==> config.mk <==
export PLATFORM = sky130hd
export DESIGN_NAME = url_path_blacklist_filter
export DESIGN_NICKNAME = d
export VERILOG_FILES = /design/src/upbf_pkg.sv /design/src/url_path_blacklist_filter.sv /design/src/upbf_decode.sv /design/src/upbf_match.sv
export SDC_FILE = /design/constraint.sdc
export NUM_CORES = 1
export LEC_CHECK = 0
export ABC_AREA = 1
export BUFFER_PORTS_ARGS = -buffer_cell sky130_fd_sc_hd__buf_4
export CORE_AREA = 2 2 138 140
export CTS_BUF_LIST = sky130_fd_sc_hd__clkbuf_8
export DETAILED_ROUTE_END_ITERATION = 10
export DIE_AREA = 0 0 140 142
export PLACE_DENSITY_LB_ADDON = 0.1
export SLEW_MARGIN = 20
export SYNTH_ARGS = -nofsm -noshare
export SYNTH_HDL_FRONTEND = slang
export SYNTH_HIERARCHICAL = 1
export SYNTH_SLANG_ARGS = --single-unit
==> constraint.sdc <==
create_clock -name clk -period 5.2 [get_ports clk]
set_clock_uncertainty 0.2 [all_clocks]
set_input_delay 0.26 -clock clk [delete_from_list [all_inputs] [get_ports clk]]
set_output_delay 0.26 -clock clk [all_outputs]
set_load 0.02 [all_outputs]
==> src/upbf_pkg.sv <==
// ----------------------------------------------------------------------------
// upbf_pkg
// Shared types, constants and rule tables for the URL path blacklist filter.
// ----------------------------------------------------------------------------
package upbf_pkg;

  localparam int BYTE_W      = 8;
  localparam int RULE_COUNT  = 10;
  localparam int HIST_BYTES  = 8;
  localparam int HIST_W      = HIST_BYTES * BYTE_W;
  localparam int WIN_W       = HIST_W + BYTE_W;
  localparam int EMIT_SLOTS  = 3;
  localparam int RULE_IDX_W  = 4;

  localparam logic [RULE_IDX_W-1:0] RULE_NONE = RULE_IDX_W'(RULE_COUNT);

  localparam logic [BYTE_W-1:0] CHAR_PCT = 8'h25;

  // escape decoder phase codes
  localparam logic [1:0] PH_IDLE = 2'd0;
  localparam logic [1:0] PH_PCT  = 2'd1;
  localparam logic [1:0] PH_DIG  = 2'd2;

  // rule text, last character in the lowest byte
  localparam logic [WIN_W-1:0] RULE_TEXT [RULE_COUNT] = '{
    WIN_W'(".."),
    WIN_W'("//"),
    WIN_W'(".git"),
    WIN_W'(".ssh"),
    WIN_W'(".svn"),
    WIN_W'(".vscode"),
    WIN_W'(".htaccess"),
    WIN_W'("etc"),
    WIN_W'("php"),
    WIN_W'("<script>")
  };

  localparam int RULE_LEN [RULE_COUNT] = '{2, 2, 4, 4, 4, 7, 9, 3, 3, 8};

  // decoded bytes produced by one raw byte, slot 0 first
  typedef struct packed {
    logic [EMIT_SLOTS-1:0]             valid;
    logic [EMIT_SLOTS-1:0][BYTE_W-1:0] data;
  } emit_t;

  typedef struct packed {
    logic                  allowed;
    logic [RULE_IDX_W-1:0] first_rule;
  } verdict_t;

  function automatic logic is_hex(input logic [BYTE_W-1:0] c);
    return (c inside {[8'h30:8'h39], [8'h41:8'h46], [8'h61:8'h66]});
  endfunction

  function automatic logic [3:0] hex_value(input logic [BYTE_W-1:0] c);
    logic [BYTE_W-1:0] v;
    v = 8'h00;
    if (c inside {[8'h30:8'h39]}) begin
      v = c - 8'h30;
    end else if (c inside {[8'h61:8'h66]}) begin
      v = c - 8'h57;
    end else begin
      v = c - 8'h37;
    end
    return v[3:0];
  endfunction

  // window holds newest decoded byte in the low byte
  function automatic logic [RULE_COUNT-1:0] rules_match(input logic [WIN_W-1:0] win);
    logic [RULE_COUNT-1:0] hit;
    logic [WIN_W-1:0]      mask;
    hit = '0;
    for (int r = 0; r < RULE_COUNT; r++) begin
      mask   = (WIN_W'(1) << (BYTE_W * RULE_LEN[r])) - WIN_W'(1);
      hit[r] = (((win ^ RULE_TEXT[r]) & mask) == '0);
    end
    return hit;
  endfunction

endpackage

==> src/url_path_blacklist_filter.sv <==
// ----------------------------------------------------------------------------
// url_path_blacklist_filter
// Percent-decodes a URL path byte stream and checks it against fixed rules.
// ----------------------------------------------------------------------------
//  channel  | direction | tdata                                | tuser / tlast
//  s_axis   | in        | [7:0] path_byte                      | tlast = is_last
//  m_axis   | out       | [0] path_allowed, [4:1] first_rule   | -
//
//  One path byte per cycle but for a stalled last byte; the escape decode and
//  all ten rule comparators sit in one stage after the input register.
//  The verdict is registered as the last byte leaves the input register.
//  rst is synchronous and clears the decoder, history, rule hits and both
//  valid flags.
//  A held verdict stalls a last byte and the input behind it; earlier bytes flow.
// ----------------------------------------------------------------------------
module url_path_blacklist_filter import upbf_pkg::*; (
  input  logic       clk,
  input  logic       rst,
  input  logic       s_axis_tvalid,
  output logic       s_axis_tready,
  input  logic [7:0] s_axis_tdata,   // [7:0] path_byte
  input  logic       s_axis_tlast,
  output logic       m_axis_tvalid,
  input  logic       m_axis_tready,
  output logic [7:0] m_axis_tdata    // [0] path_allowed, [4:1] first_rule, [7:5] zero
);

  logic              in_valid;
  logic [BYTE_W-1:0] in_byte;
  logic              in_last;
  logic              out_free;
  logic              fire;
  emit_t             emit;
  verdict_t          verdict;
  verdict_t          result;

  assign out_free      = !m_axis_tvalid || m_axis_tready;
  assign fire          = in_valid && (!in_last || out_free);
  assign s_axis_tready = !in_valid || fire;

  always_ff @(posedge clk) begin
    if (rst) begin
      in_valid <= 1'b0;
    end else if (s_axis_tready) begin
      in_valid <= s_axis_tvalid;
    end
  end

  always_ff @(posedge clk) begin
    if (s_axis_tready && s_axis_tvalid) begin
      in_byte <= s_axis_tdata;
      in_last <= s_axis_tlast;
    end
  end

  upbf_decode u_decode (
    .clk      (clk),
    .rst      (rst),
    .fire     (fire),
    .raw_byte (in_byte),
    .last     (in_last),
    .emit     (emit)
  );

  upbf_match u_match (
    .clk     (clk),
    .rst     (rst),
    .fire    (fire),
    .last    (in_last),
    .emit    (emit),
    .verdict (verdict)
  );

  always_ff @(posedge clk) begin
    if (rst) begin
      m_axis_tvalid <= 1'b0;
    end else if (fire && in_last) begin
      m_axis_tvalid <= 1'b1;
    end else if (m_axis_tready) begin
      m_axis_tvalid <= 1'b0;
    end
  end

  always_ff @(posedge clk) begin
    if (fire && in_last) begin
      result <= verdict;
    end
  end

  assign m_axis_tdata = {3'b000, result.first_rule, result.allowed};

endmodule

==> src/upbf_decode.sv <==
// ----------------------------------------------------------------------------
// upbf_decode
// Percent-escape decoder: turns one raw byte into up to three decoded bytes.
// ----------------------------------------------------------------------------
module upbf_decode import upbf_pkg::*; (
  input  logic              clk,
  input  logic              rst,
  input  logic              fire,
  input  logic [BYTE_W-1:0] raw_byte,
  input  logic              last,
  output emit_t             emit
);

  logic [1:0]        phase;
  logic [1:0]        phase_next;
  logic [BYTE_W-1:0] high;
  logic [BYTE_W-1:0] high_next;
  logic              hex;

  assign hex = is_hex(raw_byte);

  always_comb begin
    emit       = '0;
    phase_next = phase;
    high_next  = high;
    case (phase)
      PH_IDLE: begin
        if (raw_byte == CHAR_PCT) begin
          if (last) begin
            emit.valid[0] = 1'b1;
            emit.data[0]  = CHAR_PCT;
          end else begin
            phase_next = PH_PCT;
          end
        end else begin
          emit.valid[0] = 1'b1;
          emit.data[0]  = raw_byte;
        end
      end
      PH_PCT: begin
        if (hex) begin
          if (last) begin
            emit.valid[1:0] = 2'b11;
            emit.data[0]    = CHAR_PCT;
            emit.data[1]    = raw_byte;
          end else begin
            phase_next = PH_DIG;
            high_next  = raw_byte;
          end
        end else begin
          emit.valid[0] = 1'b1;
          emit.data[0]  = CHAR_PCT;
          if (raw_byte == CHAR_PCT) begin
            if (last) begin
              emit.valid[1] = 1'b1;
              emit.data[1]  = CHAR_PCT;
            end
          end else begin
            emit.valid[1] = 1'b1;
            emit.data[1]  = raw_byte;
            phase_next    = PH_IDLE;
          end
        end
      end
      PH_DIG: begin
        if (hex) begin
          emit.valid[0] = 1'b1;
          emit.data[0]  = {hex_value(high), hex_value(raw_byte)};
          phase_next    = PH_IDLE;
        end else begin
          emit.valid[1:0] = 2'b11;
          emit.data[0]    = CHAR_PCT;
          emit.data[1]    = high;
          if (raw_byte == CHAR_PCT) begin
            if (last) begin
              emit.valid[2] = 1'b1;
              emit.data[2]  = CHAR_PCT;
            end else begin
              phase_next = PH_PCT;
            end
          end else begin
            emit.valid[2] = 1'b1;
            emit.data[2]  = raw_byte;
            phase_next    = PH_IDLE;
          end
        end
      end
      default: begin
        phase_next = PH_IDLE;
      end
    endcase
    if (last) begin
      phase_next = PH_IDLE;
    end
  end

  always_ff @(posedge clk) begin
    if (rst) begin
      phase <= PH_IDLE;
      high  <= '0;
    end else if (fire) begin
      phase <= phase_next;
      high  <= high_next;
    end
  end

endmodule

==> src/upbf_match.sv <==
// ----------------------------------------------------------------------------
// upbf_match
// Substring matcher: keeps the decoded history and the set of rules hit.
// ----------------------------------------------------------------------------
module upbf_match import upbf_pkg::*; (
  input  logic     clk,
  input  logic     rst,
  input  logic     fire,
  input  logic     last,
  input  emit_t    emit,
  output verdict_t verdict
);

  logic [HIST_W-1:0]     hist;
  logic [HIST_W-1:0]     hist_next;
  logic [RULE_COUNT-1:0] hits;
  logic [RULE_COUNT-1:0] hits_next;
  logic                  stopped;
  logic                  stopped_next;

  // decoded bytes of one raw byte, in order; a zero byte stops matching
  always_comb begin
    hist_next    = hist;
    hits_next    = hits;
    stopped_next = stopped;
    for (int k = 0; k < EMIT_SLOTS; k++) begin
      if (emit.valid[k] && !stopped_next) begin
        if (emit.data[k] == '0) begin
          stopped_next = 1'b1;
        end else begin
          hits_next = hits_next | rules_match({hist_next, emit.data[k]});
          hist_next = {hist_next[HIST_W-BYTE_W-1:0], emit.data[k]};
        end
      end
    end
  end

  always_comb begin
    verdict.allowed    = (hits_next == '0);
    verdict.first_rule = RULE_NONE;
    for (int r = RULE_COUNT - 1; r >= 0; r--) begin
      if (hits_next[r]) begin
        verdict.first_rule = RULE_IDX_W'(r);
      end
    end
  end

  always_ff @(posedge clk) begin
    if (rst) begin
      hist    <= '0;
      hits    <= '0;
      stopped <= 1'b0;
    end else if (fire) begin
      if (last) begin
        hist    <= '0;
        hits    <= '0;
        stopped <= 1'b0;
      end else begin
        hist    <= hist_next;
        hits    <= hits_next;
        stopped <= stopped_next;
      end
    end
  end

endmodule

==> flow_summary.json <==
{
  "path_delay_family": "simple AND/OR/NAND/NOR gates",
  "rows": 50,
  "crit_end": "m_axis_tdata[1]$_DFFE_PP_",
  "final_net_count": 1720,
  "clk_pin_slew_ns": 0.12,
  "start_kind": "register",
  "leakage_uw": 0.00410,
  "fillers": 1931,
  "relSlewSlack": 0.362,
  "p_clk_frac": 0.332,
  "status": "finished, final reports clean",
  "grt_overflow_total": 0,
  "synth_top_area_cell": "nand2_1",
  "cts_max_path_buffers": 2,
  "die_h_um": 142,
  "total_power_uw": 1670,
  "die_area_mm2": 0.0199,
  "firstDrtPassIters": 7,
  "worstMarginPinSlew_ns": 0.958,
  "async_flop_share": 0,
  "synth_common_cells": "596 x nand2_1, 198 x nor2_1, 194 x inv_1",
  "cts_num_sinks": 101,
  "setup_viol": 0,
  "reg2reg_depth": 32,
  "ir_drop_mv": 0.128,
  "startpoint": "in_byte[0]$_DFFE_PP_",
  "postRouteWirelength_mm": 42.4,
  "hpwlAfterDp_mm": 32.1,
  "yosys.cell_types.count": 55,
  "seqPwrFrac": 0.488,
  "switching_share": 0.335,
  "max_cap_viol_count": 0,
  "grt_pass1_vias": 10999,
  "die_w_um": 140,
  "cts_htree_levels": 3,
  "yosys.cell_count.top_type": "nand2_1",
  "slowest_delay_ns": 0.41,
  "cellPowerDensity_mw_per_mm2": 163,
  "hold_path.class": "in2reg",
  "drive_gt1_frac": 0.0841,
  "min_period_ns": 4.93,
  "path_buf_inv": 3,
  "path_max_fanout": 30,
  "path_depth": 32,
  "n_antenna_cell": 0,
  "drv_slew": 0,
  "r2r-start": "in_byte[0]$_DFFE_PP_",
  "io_pins": 23,
  "hold_violations": 0,
  "core_mm2": 0.0185,
  "antenna_found_initial": 1,
  "syn-instance-count": 1668,
  "synth_ff_type": "dfxtp_1",
  "syn_avg_cell_area_um2": 5.54,
  "critPathKind": "reg2reg",
  "grt_usage": 0.421,
  "place_congestion": 1.06,
  "grt_start_max_net_pins": 80,
  "reg2reg_slack_ns": 0.27,
  "synthDominantCellAreaShare": 0.242,
  "clock_latency_ns": 0.41,
  "initial_core_util": 0.500,
  "endpoint_kind": "register",
  "fin_crit_sh": 0.949,
  "io_buffer_count": 19,
  "cts_tree": "built",
  "p_switching_uw": 561,
  "drt_iter0_drc": 1207,
  "yosys_warnings": 6,
  "syn-cell-area_mm2": 0.00924,
  "seq_area_frac_synth": 0.234,
  "synth_seq_cells": 101,
  "wire_per_inst_um": 21.9,
  "p_int_uw": 1110,
  "cts_root_buffer": "clkbuf_8",
  "synth-edff-count": 14,
  "reg2reg_to": "m_axis_tdata[1]$_DFFE_PP_",
  "synth_area_leaders": "nand2_1 24%, dfxtp_1 19%, nor2_1 8.0%, inv_1 7.9%, edfxtp_1 4.6%",
  "setup_tns_ns": 0,
  "combPwrFrac": 0.181,
  "cpMostUsedCell": "nand2_1",
  "avgViaCountPerCell": 6.07,
  "cp_slowest_cell": "edfxtp_1",
  "clock.fmax_mhz": 203,
  "grt_pass1_wl_mm": 63.6,
  "cts_buffers": 9,
  "antenna_left": 0,
  "area.growth.synth_to_final_pct": 11.4,
  "vias": 11736,
  "cp_data_arrival_time_ns": 4.88,
  "drc": 0,
  "required_ns": 5.14
}
kinds of logic (layout without fill, tap and decap cells):
family          count (synthesis)  in the layout  synth area share
buf+inv                       279            309             0.121
simple gates                 1018           1018             0.467
flops                         101            101             0.234
compound gates                255            255             0.159
xor+xnor                        2              2           0.00190
other cells                     1              3          0.000406
fa+ha+maj                      12             12            0.0163
cells in the final DEF, fill, tap and decap left out, types with 3 or more instances in the layout:
cell type	n
nor3_1	42
nand4_1	44
a22oi_1	6
nand3_1	77
buf_12	9
nand3b_1	4
a31oi_1	31
nand2_1	595
a21oi_1	58
ha_1	12
conb_1	3
a21oi_2	4
nor2_4	4
inv_1	193
dfxtp_1	86
o21ai_0	48
nor2_1	193
nor2_2	7
o22ai_1	15
clkinv_1	4
edfxtp_1	14
nor4_1	29
dlygate4sd3_1	11
inv_2	15
nand2_2	5
a221oi_1	9
a2bb2oi_1	4
o21ai_1	59
buf_4	60
o21ai_2	6
clkbuf_8	9
cell type report:
class | count | area, um2 | area share
Clock buffer | 9 | 124 | 0.0120
Timing Repair Buffer | 82 | 791 | 0.0769
Tap cell | 234 | 293 | 0.0285
Multi-Input combinational cell | 1290 | 6050 | 0.588
Sequential cell | 101 | 2160 | 0.210
Inverter | 211 | 792 | 0.0770
Clock inverter | 7 | 73.8 | 0.00718
how the worst min path moves through the flow:
stage                                       endpoint            start  depth (start not counted)  slack, ns
after floorplan                in_valid$_SDFFE_PP0P_              rst                          1       0.12
after global placement          in_byte[4]$_DFFE_PP_  s_axis_tdata[4]                          1       0.24
after detailed placement        in_byte[3]$_DFFE_PP_  s_axis_tdata[3]                          1       0.24
after CTS                 m_axis_tvalid$_SDFFE_PP0P_    m_axis_tready                          6      0.004
after global routing      m_axis_tvalid$_SDFFE_PP0P_    m_axis_tready                          6       0.05
final                     m_axis_tvalid$_SDFFE_PP0P_    m_axis_tready                          6       0.03
power by group through the flow:
stage | logic (uW) | clock network [uW] | registers (uW)
6_report | 302 | 555 | 816
4_1_cts | 280 | 565 | 816
3_3_place_gp | 274 | 0 | 833
3_5_place_dp | 272 | 0 | 833
5_1_grt | 326 | 582 | 816
2_1_floorplan | 183 | 0 | 828
worst register-to-register path: cells and delay by family, from the launching register on:
family | cells | cell delay, ns
compound gates | 3 | 0.38
fa+ha+maj | 1 | 0.22
buf+inv | 3 | 0.47
flops | 1 | 0.41
simple gates | 25 | 2.98
state kept, by name (all words and copies together), names as in the netlist:
name,flops
in_valid,1
u_match/stopped,1
in_byte,8
u_match/hist,64
u_decode/phase,2
u_decode/high,8
m_axis_tdata,5
u_match/hits,10
in_last,1
m_axis_tvalid,1
through the flow:
step / std cells / setup slack (ns) / hold slack [ns] / cell area, um2 / util
4_1_cts: 1926 / 0.0441 / 0.00437 / 10100 / 0.549
5_1_grt: 1934 / -0.00606 / 0.0477 / 10300 / 0.557
2_1_floorplan: 1670 / 1.13 / 0.122 / 9240 / -
6_report: 1934 / 0.265 / 0.0289 / 10300 / 0.557
3_3_place_gp: 1899 / 0.191 / 0.238 / 9820 / 0.532
3_5_place_dp: 1899 / 0.0679 / 0.239 / 9820 / 0.532
timing repair:
item / CTS / global route
gates resized for setup: 0 / 19
hold buffers: 11 / 0
setup endpoints to repair: 0 / 8
setup buffers: 0 / 6
hold endpoints to repair: 10 / 0
layer usage:
layer / GRT usage / wire [um]
met4: 0.333 / 3940
met3: 0.0865 / 3880
met2: 0.707 / 19300
met5: 0 / 13
met1: 0.466 / 15300
Note: power is estimated with default switching activity, not from simulation.
